`src/itoa_pkg.sv`:
```
// Shared types, codes and the digit-to-character table for the integer to ASCII formatter.
// Used by itoa_bcd and integer_to_ascii_formatter_core; depends on nothing else.
`default_nettype none
package itoa_pkg;

	// Mode codes carried in the cmd field.
	localparam logic [1:0] CmdSdec  = 2'd0;
	localparam logic [1:0] CmdUdec  = 2'd1;
	localparam logic [1:0] CmdHexLo = 2'd2;
	localparam logic [1:0] CmdHexUp = 2'd3;

	// Widths of the value, the decimal source word and its BCD image.
	localparam int ValW     = 64;
	localparam int BinW     = 32;
	localparam int DecDigs  = 10;
	localparam int BcdW     = 4 * DecDigs;
	localparam int HexDigs  = ValW / 4;
	localparam int StepW    = $clog2(BinW);
	localparam int NdigW    = $clog2(HexDigs + 1);

	localparam logic [7:0] CharMinus = 8'h2d;

	typedef struct packed {
		logic [1:0]      cmd;
		logic [ValW-1:0] value;
	} itoa_in_t;

	typedef struct packed {
		logic [7:0] char_out;
		logic       last;
		logic       negative;
	} itoa_out_t;

	// Maps one digit to its ASCII code, in lower or upper case for the letters.
	function automatic logic [7:0] digit_char(input logic [3:0] dig, input logic upper);
		logic [7:0] c;
		begin
			if (dig < 4'd10) begin
				c = 8'h30 + {4'd0, dig};
			end else if (upper) begin
				c = 8'h41 + {4'd0, dig - 4'd10};
			end else begin
				c = 8'h61 + {4'd0, dig - 4'd10};
			end
			return c;
		end
	endfunction

endpackage
`default_nettype wire

```
`src/integer_to_ascii_formatter_core.sv`:
```
// Integer to ASCII formatter: one item in, 1 to 17 characters out, most significant first.
// Decimal items pass through the BCD unit (one bit per cycle), then leading zeros are dropped
// one at a time, then the characters are handed out one at a time. Hex items skip the conversion.
// A minus sign adds one character, and receiver stalls hold the emission; in_ready is high only
// while idle, so a new item is taken only after the last character of the previous one.
// Asynchronous active-low reset returns the sequencer to idle with no result pending.
`default_nettype none
module integer_to_ascii_formatter_core (
	input  wire logic                clk,
	input  wire logic                arst_n,
	input  wire logic                in_valid,
	output logic                     in_ready,
	input  wire itoa_pkg::itoa_in_t  in_item,
	output logic                     out_valid,
	input  wire logic                out_ready,
	output itoa_pkg::itoa_out_t      out_item
);

	localparam logic [1:0] StIdle = 2'd0;
	localparam logic [1:0] StConv = 2'd1;
	localparam logic [1:0] StTrim = 2'd2;
	localparam logic [1:0] StEmit = 2'd3;

	logic [1:0]                     state_q;
	logic [itoa_pkg::ValW-1:0]      digits_q;
	logic [itoa_pkg::NdigW-1:0]     ndig_q;
	logic                           neg_q;
	logic                           upper_q;
	logic                           sign_pend_q;
	logic                           out_valid_q;
	itoa_pkg::itoa_out_t            out_q;

	logic                           in_acc;
	logic                           is_hex;
	logic                           in_neg;
	logic [itoa_pkg::BinW-1:0]      lo_word;
	logic [itoa_pkg::BinW-1:0]      dec_mag;
	logic [itoa_pkg::ValW-1:0]      hex_mag;
	logic                           bcd_done;
	logic [itoa_pkg::BcdW-1:0]      bcd;
	logic                           out_free;
	logic                           emit;
	logic                           top_zero;

	assign in_ready = (state_q == StIdle);
	assign in_acc   = in_valid && in_ready;

	// Sign and magnitude of the incoming value for its mode.
	always_comb begin
		is_hex  = (in_item.cmd == itoa_pkg::CmdHexLo) || (in_item.cmd == itoa_pkg::CmdHexUp);
		lo_word = in_item.value[itoa_pkg::BinW-1:0];
		if (is_hex) begin
			in_neg = in_item.value[itoa_pkg::ValW-1];
		end else begin
			in_neg = (in_item.cmd == itoa_pkg::CmdSdec) && lo_word[itoa_pkg::BinW-1];
		end
		dec_mag = in_neg ? (~lo_word + 1'b1) : lo_word;
		hex_mag = in_neg ? (~in_item.value + 1'b1) : in_item.value;
	end

	itoa_bcd u_bcd (
		.clk    (clk),
		.arst_n (arst_n),
		.start  (in_acc && !is_hex),
		.bin    (dec_mag),
		.done   (bcd_done),
		.bcd    (bcd)
	);

	assign out_free = !out_valid_q || out_ready;
	assign emit     = (state_q == StEmit) && out_free;
	assign top_zero = (digits_q[itoa_pkg::ValW-1 -: 4] == 4'd0);

	// Sequencer: convert, drop leading zeros, then hand out one character per slot.
	always_ff @(posedge clk or negedge arst_n) begin
		if (!arst_n) begin
			state_q     <= StIdle;
			ndig_q      <= '0;
			sign_pend_q <= 1'b0;
			out_valid_q <= 1'b0;
		end else begin
			if (emit) begin
				out_valid_q <= 1'b1;
			end else if (out_ready) begin
				out_valid_q <= 1'b0;
			end
			case (state_q)
				StIdle: begin
					if (in_acc) begin
						if (is_hex) begin
							ndig_q  <= itoa_pkg::NdigW'(itoa_pkg::HexDigs);
							state_q <= StTrim;
						end else begin
							state_q <= StConv;
						end
					end
				end
				StConv: begin
					if (bcd_done) begin
						ndig_q  <= itoa_pkg::NdigW'(itoa_pkg::DecDigs);
						state_q <= StTrim;
					end
				end
				StTrim: begin
					if (top_zero && (ndig_q > itoa_pkg::NdigW'(1))) begin
						ndig_q <= ndig_q - 1'b1;
					end else begin
						sign_pend_q <= neg_q;
						state_q     <= StEmit;
					end
				end
				StEmit: begin
					if (emit) begin
						if (sign_pend_q) begin
							sign_pend_q <= 1'b0;
						end else begin
							ndig_q <= ndig_q - 1'b1;
							if (ndig_q == itoa_pkg::NdigW'(1)) begin
								state_q <= StIdle;
							end
						end
					end
				end
				default: begin
					state_q <= StIdle;
				end
			endcase
		end
	end

	// Digit register, flags of the item and the output register.
	always_ff @(posedge clk) begin
		if (in_acc) begin
			neg_q   <= in_neg;
			upper_q <= (in_item.cmd == itoa_pkg::CmdHexUp);
			if (is_hex) begin
				digits_q <= hex_mag;
			end
		end
		if ((state_q == StConv) && bcd_done) begin
			digits_q <= {bcd, {(itoa_pkg::ValW - itoa_pkg::BcdW){1'b0}}};
		end
		if ((state_q == StTrim) && top_zero && (ndig_q > itoa_pkg::NdigW'(1))) begin
			digits_q <= {digits_q[itoa_pkg::ValW-5:0], 4'd0};
		end
		if (emit) begin
			if (sign_pend_q) begin
				out_q.char_out <= itoa_pkg::CharMinus;
				out_q.last     <= 1'b0;
				out_q.negative <= 1'b1;
			end else begin
				out_q.char_out <= itoa_pkg::digit_char(digits_q[itoa_pkg::ValW-1 -: 4], upper_q);
				out_q.last     <= (ndig_q == itoa_pkg::NdigW'(1));
				out_q.negative <= neg_q;
				digits_q       <= {digits_q[itoa_pkg::ValW-5:0], 4'd0};
			end
		end
	end

	assign out_valid = out_valid_q;
	assign out_item  = out_q;

	// The BCD unit finishes only while the sequencer waits for it.
	a_bcd_done_in_conv: assert property (@(posedge clk) disable iff (!arst_n)
		bcd_done |-> (state_q == StConv))
		else $error("BCD conversion finished outside the conversion state");

	// Trimming and emitting always keep at least one digit to print.
	a_digits_left: assert property (@(posedge clk) disable iff (!arst_n)
		((state_q == StTrim) || (state_q == StEmit)) |-> (ndig_q != '0))
		else $error("digit count reached zero before the last character");

	// The final character of a number is never the minus sign.
	a_last_not_sign: assert property (@(posedge clk) disable iff (!arst_n)
		(out_valid_q && out_q.last) |-> (out_q.char_out != itoa_pkg::CharMinus))
		else $error("last character is a minus sign");

	// An accepted item closes the input until it has been formatted.
	a_busy_after_accept: assert property (@(posedge clk) disable iff (!arst_n)
		in_acc |=> !in_ready)
		else $error("input ready right after an accepted item");

endmodule
`default_nettype wire

```
`src/itoa_bcd.sv`:
```
// Iterative binary to BCD converter (shift and add three), one bit per cycle.
// Depends on itoa_pkg for widths.
`default_nettype none
module itoa_bcd (
	input  wire logic                        clk,
	input  wire logic                        arst_n,
	input  wire logic                        start,
	input  wire logic [itoa_pkg::BinW-1:0]   bin,
	output logic                             done,
	output logic [itoa_pkg::BcdW-1:0]        bcd
);

	logic [itoa_pkg::BcdW-1:0]  bcd_q;
	logic [itoa_pkg::BinW-1:0]  bin_q;
	logic [itoa_pkg::BcdW-1:0]  adj;
	logic [itoa_pkg::StepW-1:0] step_q;
	logic                       active_q;
	logic                       done_q;
	logic                       final_step;

	// Add three to every BCD digit that is five or more before the shift.
	always_comb begin
		for (int i = 0; i < itoa_pkg::DecDigs; i++) begin
			if (bcd_q[4*i +: 4] >= 4'd5) begin
				adj[4*i +: 4] = bcd_q[4*i +: 4] + 4'd3;
			end else begin
				adj[4*i +: 4] = bcd_q[4*i +: 4];
			end
		end
	end

	assign final_step = (step_q == itoa_pkg::StepW'(itoa_pkg::BinW - 1));

	// Step counter and completion pulse.
	always_ff @(posedge clk or negedge arst_n) begin
		if (!arst_n) begin
			active_q <= 1'b0;
			step_q   <= '0;
			done_q   <= 1'b0;
		end else begin
			done_q <= active_q && final_step;
			if (start) begin
				active_q <= 1'b1;
				step_q   <= '0;
			end else if (active_q) begin
				step_q <= step_q + 1'b1;
				if (final_step) begin
					active_q <= 1'b0;
				end
			end
		end
	end

	// Shift register: source bits move into the BCD digits one at a time.
	always_ff @(posedge clk) begin
		if (start) begin
			bcd_q <= '0;
			bin_q <= bin;
		end else if (active_q) begin
			bcd_q <= {adj[itoa_pkg::BcdW-2:0], bin_q[itoa_pkg::BinW-1]};
			bin_q <= {bin_q[itoa_pkg::BinW-2:0], 1'b0};
		end
	end

	assign done = done_q;
	assign bcd  = bcd_q;

endmodule
`default_nettype wire

```
`config.mk`:
```
export PLATFORM = sky130hd
export DESIGN_NAME = integer_to_ascii_formatter_core
export DESIGN_NICKNAME = d
export VERILOG_FILES = /design/src/itoa_pkg.sv /design/src/integer_to_ascii_formatter_core.sv /design/src/itoa_bcd.sv
export SDC_FILE = /design/constraint.sdc
export NUM_CORES = 1
export LEC_CHECK = 0
export ABC_AREA = 0
export ABC_CLOCK_PERIOD_IN_PS = 6100
export BUFFER_PORTS_ARGS = -buffer_cell sky130_fd_sc_hd__buf_2
export CAP_MARGIN = 20
export CORE_MARGIN = 8
export CORE_UTILIZATION = 36
export DETAILED_ROUTE_END_ITERATION = 10
export GPL_TIMING_DRIVEN = 0
export PLACE_DENSITY = 0.52
export SETUP_SLACK_MARGIN = 0.4
export SYNTH_ARGS = -nofsm -noshare
export SYNTH_HDL_FRONTEND = slang
export SYNTH_SLANG_ARGS = --single-unit
```
`constraint.sdc`:
```
create_clock -name clk -period 6.1 [get_ports clk]
set_input_delay 0.305 -clock clk [delete_from_list [all_inputs] [get_ports clk]]
set_output_delay 0.305 -clock clk [all_outputs]
set_load 0.01 [all_outputs]
```
**After elaboration in Yosys (flattened, before gate mapping)**

Cells that the tools add are included.
W data, S select, Z words.

- Add/sub/neg operators: 18
- Order comparisons: 12
- Equal/unequal tests: 15
- Multiplexer cells: 48
- Bitwise operators: 2
- Reduce and logical (&&, ||, !) cells: 22

Operator list:

| kind | number |
|---|---|
| $mux W64 | 7 |
| $mux W32 | 3 |
| $add A64 B1 Y64 const B | 1 |
| $not A64 Y64 | 1 |
| $ge A4 B3 Y1 const B | 10 |
| $mux W5 | 8 |
| $add A4 B2 Y4 const B | 9 |
| $mux W4 | 9 |
| $add A32 B1 Y32 const B | 1 |
| $not A32 Y32 | 1 |
| $pmux W5 S4 | 1 |
| $add A7 B4 Y8 const A | 2 |
| $mux W8 | 2 |
| $mux W2 | 7 |
| $reduce_and A6 Y1 | 2 |
| $logic_and A1 B1 Y1 | 9 |
| $eq A2 B2 Y1 const B | 4 |
| $mux W1 | 8 |
| $ne A2 B1 Y1 const B | 4 |
| $ne A2 B2 Y1 const B | 4 |
| $pmux W2 S4 | 1 |
| $add A6 B4 Y7 const A | 1 |
| $reduce_bool A2 Y1 | 3 |
| $add A5 B1 Y5 const B | 1 |
| 15 further kinds | 18 |

- Flip-flop bits (word level): 164
- Input port bits: 70
- Output and inout port bits: 12
- Word-level logic and storage cells: 132

**Logic depth before layout (Yosys ltp)**

- Word-level depth: 10
- Depth in mapped cells: 11
- Gate-level depth less buffers: 8

**By module**

Synthesis repeated with hierarchy kept, for this count alone.

- Cells, all modules: 1195
- Area, all modules: 10084.7 µm²

By module, submodules not included:

| module | instances | cells each | area each (µm²) | seq. area each (µm²) |
|---|---|---|---|---|
| integer_to_ascii_formatter_core | 1 | 795 | 5985.7 | 1836.8 |
| itoa_bcd | 1 | 400 | 4098.9 | 1936.9 |

**Worst setup path before layout**

OpenSTA, ideal clock, no wires.

- Path type: flip-flop to flip-flop
- From: register ndig_q[0] in the netlist's numbering
- To: register ndig_q[2] in the netlist's numbering
- Library setup time: 0.101 ns
- Data arrival time: 2.555 ns
- Required time: 5.999 ns
- Slack: 3.445 ns
- Cell stages (with the launch flop): 9
- Buffers on the path: 1
- Period minus slack after synthesis: 2.655 ns
- Cells stage by stage: dfrtp_1 ha_1 o21bai_1 a2111oi_0 o211a_1 buf_2 nand2_1 mux2_2 o32ai_1

- Cells in the longest elaborated chain, start to end: 4
- Elaborated cells on any way between the ends: 9
- Those cells by class: 1 x add/sub; 1 x order compare; 1 x eq/ne; 4 x mux; 2 x reduce/logical

RTL lines:

| item | RTL line | source |
|---|---|---|
| start: declaration | integer_to_ascii_formatter_core.sv:26 | `logic [itoa_pkg::NdigW-1:0] ndig_q;` |
| start signal: assignment | integer_to_ascii_formatter_core.sv:91 | `ndig_q <= itoa_pkg::NdigW'(itoa_pkg::HexDigs);` |
| start signal: assignment | integer_to_ascii_formatter_core.sv:100 | `ndig_q <= itoa_pkg::NdigW'(itoa_pkg::DecDigs);` |
| start signal: assignment | integer_to_ascii_formatter_core.sv:106 | `ndig_q <= ndig_q - 1'b1;` |
| $sub A5 B1 Y5 / $gt A5 B1 Y1 (equally long branches) | integer_to_ascii_formatter_core.sv:106, integer_to_ascii_formatter_core.sv:117, integer_to_ascii_formatter_core.sv:105 |  |
| $mux W5 / $logic_and A1 B1 Y1 (equally long branches) | integer_to_ascii_formatter_core.sv:114, integer_to_ascii_formatter_core.sv:105 |  |
| $mux W5 / $ne A2 B2 Y1 (equally long branches) | n/a |  |
| $pmux W5 S4 / $reduce_and A6 Y1 (equally long branches) | n/a |  |

Several ways; a longest one is shown, not always the timed one. The select of a mux whose other input is x is not followed.
A chain may end at the register's enable or synchronous reset.

**Final worst setup path**

- From: input in_item[31] in the netlist's numbering
- To: register u_bcd.bin_q[23] in the netlist's numbering, data pin

- Cells in the longest elaborated chain, start to end: 4

RTL lines:

| item | RTL line | source |
|---|---|---|
| start: declaration | integer_to_ascii_formatter_core.sv:13 | `input wire itoa_pkg::itoa_in_t in_item,` |
| $logic_and A1 B1 Y1 | integer_to_ascii_formatter_core.sv:55 | `in_neg = (in_item.cmd == itoa_pkg::CmdSdec) && lo_word[itoa_pkg::BinW-1];` |
| $mux W1 | integer_to_ascii_formatter_core.sv:52 | `if (is_hex) begin` |
| $mux W32 | integer_to_ascii_formatter_core.sv:57 | `dec_mag = in_neg ? (~lo_word + 1'b1) : lo_word;` |
| $mux W32 | itoa_bcd.sv:56 | `if (start) begin` |
| end signal: assignment | itoa_bcd.sv:58 | `bin_q <= bin;` |
| end signal: assignment | itoa_bcd.sv:61 | `bin_q <= {bin_q[itoa_pkg::BinW-2:0], 1'b0};` |
| end: declaration | itoa_bcd.sv:14 | `logic [itoa_pkg::BinW-1:0] bin_q;` |

No other way between the ends.

==> summary.txt <==
Floorplan
  • Row cnt: 60
  • Die width: 179 um
  • Area of the die: 32200 sq um
  • Starting Density: 36.2%
  • Core area: 26600 sq um
  • Die Height: 179 um
  • # IOs: 82

Finish
  • Finished Layout Cells: 1640
  • Most frequent cells in the layout: a21oi_1 (128), nand2_1 (118), nor2_1 (111), o21ai_0 (107), dfxtp_1 (104)
  • Nets: 1387
  • Multi-input logic area: 5390 sq um
  • Area growth syn-to-layout: 15.3%
  • Most common cell after layout, fill and taps aside: a21oi_1
  • Post-layout util: 41.7%
  • FF+latch area: 3770 sq um
  • Filler cell count: 2775
  • Layout cell share with drive strength beyond 1: 10.7%

Clocking
  • Worst-path clk slew: 70 ps
  • Post_cts resized: 0
  • Clock root buffer: clkbuf_16
  • Clock tree buffer depth: 2
  • H-tree level count: 4
  • CTS Buf Count: 17
  • CTS tree: built
  • Hold_buf cts: 1
  • Setup bufs post-CTS: 0
  • Clock latency at the later pin of the worst-skew pair: 440 ps
  • Clk sink count: 163

Routing
  • Final wirelength: 35900 um
  • Vias: 9505
  • ANT nets after route: 0
  • DR iter-0 viols: 804
  • Drt drc: 0
  • Vias/cell: 5.80
  • First-pass DRT Iterations: 7
  • Routed WL per cell: 21.9 um

Hold path
  • HP Class: in -> reg
  • Hold Path Origin: in_item[0]

STA
  • Relative slew margins: 28.3%
  • Final hold violations: 0
  • Max Freq: 284 MHz
  • Hold_ws: 132 ps
  • Max Slew Vio Count: 0
  • Actual slew at the worst max-slew pin: 1070 ps
  • Setup_tns: 0 ps
  • Final Setup Violations: 0
  • Unrepaired setup endpoints after global routing: false
  • Fin crit share: 57.7%
  • Fin crit period: 3520 ps
  • Clk_skew: 12.4 ps

Run
  • Reported max-cap violation count: 0

Place
  • DPL Wire Length: 27300 um
  • Routability Congestion: 0.990
  • Cells after DPL: 1605
  • PortBufs: 78

Synth
  • Register bit total from synthesis: 163
  • Post-Synthesis Cells: 1184
  • Post-synth EDFFs: 43
  • Distinct cell type count of the synthesized netlist: 67
  • Synth Warn #: 0
  • Mean Syn Cell Area: 8.12 sq um
  • Synth Flop Type: dfxtp_1
  • Sequential area share after synthesis: 39.3%
  • Fraction of registers with async set/reset: 9.82%
  • Netlist Area Pre-Place: 9610 sq um
  • Syn_nets: 1286

GRT
  • GRT Residual Overflow: 0
  • Global-route wire length before repair: 55200 um
  • Total track usage: 22.0%
  • Initial antenna violation count: 1
  • Vias in the first global route: 9069
  • Largest net degree at the start of global routing: 24

Critical path
  • Critical path type: in -> reg
  • CP max FO: 10
  • Worst Setup Start Kind: input port
  • Critical path origin: in_item[31]
  • CP arrival: 3700 ps
  • Reg-to-reg startpoint: ndig_q[3]
  • Worst path required time: 6280 ps
  • Worst Setup End Kind: flip-flop

Pwr
  • Lkg Pwr: 4.41 nW
  • PwrDens: 504 nW/um^2
  • Total power: 5.59 mW
  • Worst ir drop on vdd: 0.209 mV

Outcome
  • Status: complete, no violations
==> worst paths after layout <==
kind                       slack, ps  cells past startpoint               to
setup / recovery                2580                     10  u_bcd.bin_q[23]
hold / removal                   130                      3      digits_q[0]
setup reg to reg                2700                      8     digits_q[23]
hold reg to reg                  460                      2      digits_q[0]
max in group asynchronous       5500                      2      sign_pend_q
min in group asynchronous        310                      2  u_bcd.step_q[2]
==> power breakdown <==
group	internal (mW)	total [mW]	switching (mW)	leakage (nW)
clock	0.666	1.14	0.479	0.297
sequential	1.69	2.03	0.338	1.51
combinational	0.919	2.42	1.50	2.61
==> metrics by stage <==
| step | setup WS (ps) | area, sq um |
|---|---|---|
| finish | 2580 | 11100 |
| floorplan | 3440 | 9610 |
| global placement | 2120 | 10400 |
| detailed placement | 2260 | 10500 |
| global route | 2550 | 11100 |
| CTS | 2710 | 11100 |
==> final cells by class <==
cell class / instances / area share [%]
Antenna cell: 1 / 0.0226
Buffer: 75 / 2.67
Clock buffer: 23 / 4.50
Clock inverter: 9 / 1.03
Inverter: 42 / 1.42
Multi-Input combinational cell: 904 / 48.6
Sequential cell: 163 / 34.0
Tap cell: 341 / 3.85
Timing Repair Buffer: 82 / 3.87
==> Yosys cell counts, types with 3 or more instances <==
cell | instances | area [sq um]
ha_1 | 32 | 400
nand3_1 | 38 | 190
or3_1 | 12 | 75.1
o21ai_0 | 107 | 536
xor2_1 | 33 | 289
nor2_1 | 111 | 417
a22o_1 | 4 | 35.0
edfxtp_1 | 43 | 1290
or2_2 | 9 | 56.3
dfxtp_1 | 104 | 2080
a211o_1 | 3 | 26.3
o21bai_1 | 4 | 30.0
a21o_1 | 7 | 52.6
dfrtp_1 | 16 | 400
xnor2_1 | 34 | 298
nand2_1 | 119 | 447
and3_1 | 12 | 75.1
a31oi_1 | 16 | 100
mux2i_1 | 24 | 240
a22oi_1 | 4 | 30.0
a211oi_1 | 17 | 128
inv_1 | 42 | 158
nor3b_1 | 3 | 22.5
buf_2 | 9 | 45.0
clkbuf_1 | 58 | 218
nor2b_1 | 3 | 18.8
and2_1 | 10 | 62.6
nor4_1 | 11 | 68.8
o31ai_1 | 12 | 90.1
a21oi_1 | 128 | 641
nand2b_1 | 12 | 75.1
or4_1 | 9 | 67.6
nand4_1 | 12 | 75.1
buf_1 | 7 | 26.3
o41ai_1 | 6 | 52.6
nor3_1 | 56 | 280
o211ai_1 | 17 | 128
a2111oi_0 | 3 | 26.3
==> worst max-delay path: stages <==
cell	delay [ps]
buf_2	210
or3b_2	460
clkbuf_1	230
and2_1	240
inv_1	230
clkbuf_1	590
clkbuf_1	580
o31ai_1	190
xor2_1	200
o21ai_0	440
==> registers in the layout, indices dropped and copies added, names as in the netlist <==
register	count
sign_pend_q	1
out_item	9
u_bcd.step_q	5
u_bcd.done	1
neg_q	1
u_bcd.bin_q	32
upper_q	1
ndig_q	5
digits_q	64
state_q	2
u_bcd.active_q	1
u_bcd.bcd	40
out_valid	1
==> metal layers <==
layer | part of all wire [%] | vias up | global-route usage, %
met4 | 3.4 | 2 | 9.14
li1 | - | 4460 | -
met5 | 0.028 | - | 0
met3 | 8.4 | 77 | 4.52
met2 | 44 | 467 | 33.1
met1 | 45 | 4499 | 30.1
==> cells by family (layout without fill, tap and decap cells) <==
logic type | Yosys count | after routing | share of synthesized area (%)
simple gates | 432 | 432 | 21.9
compound gates | 347 | 347 | 21.2
flops | 163 | 163 | 39.3
buf+inv | 117 | 231 | 4.73
xor+xnor | 67 | 67 | 6.11
fa+ha+maj | 32 | 32 | 4.17
mux | 25 | 25 | 2.62
other cells | 1 | 2 | 0.0390
(Power assumes the default switching activity.)
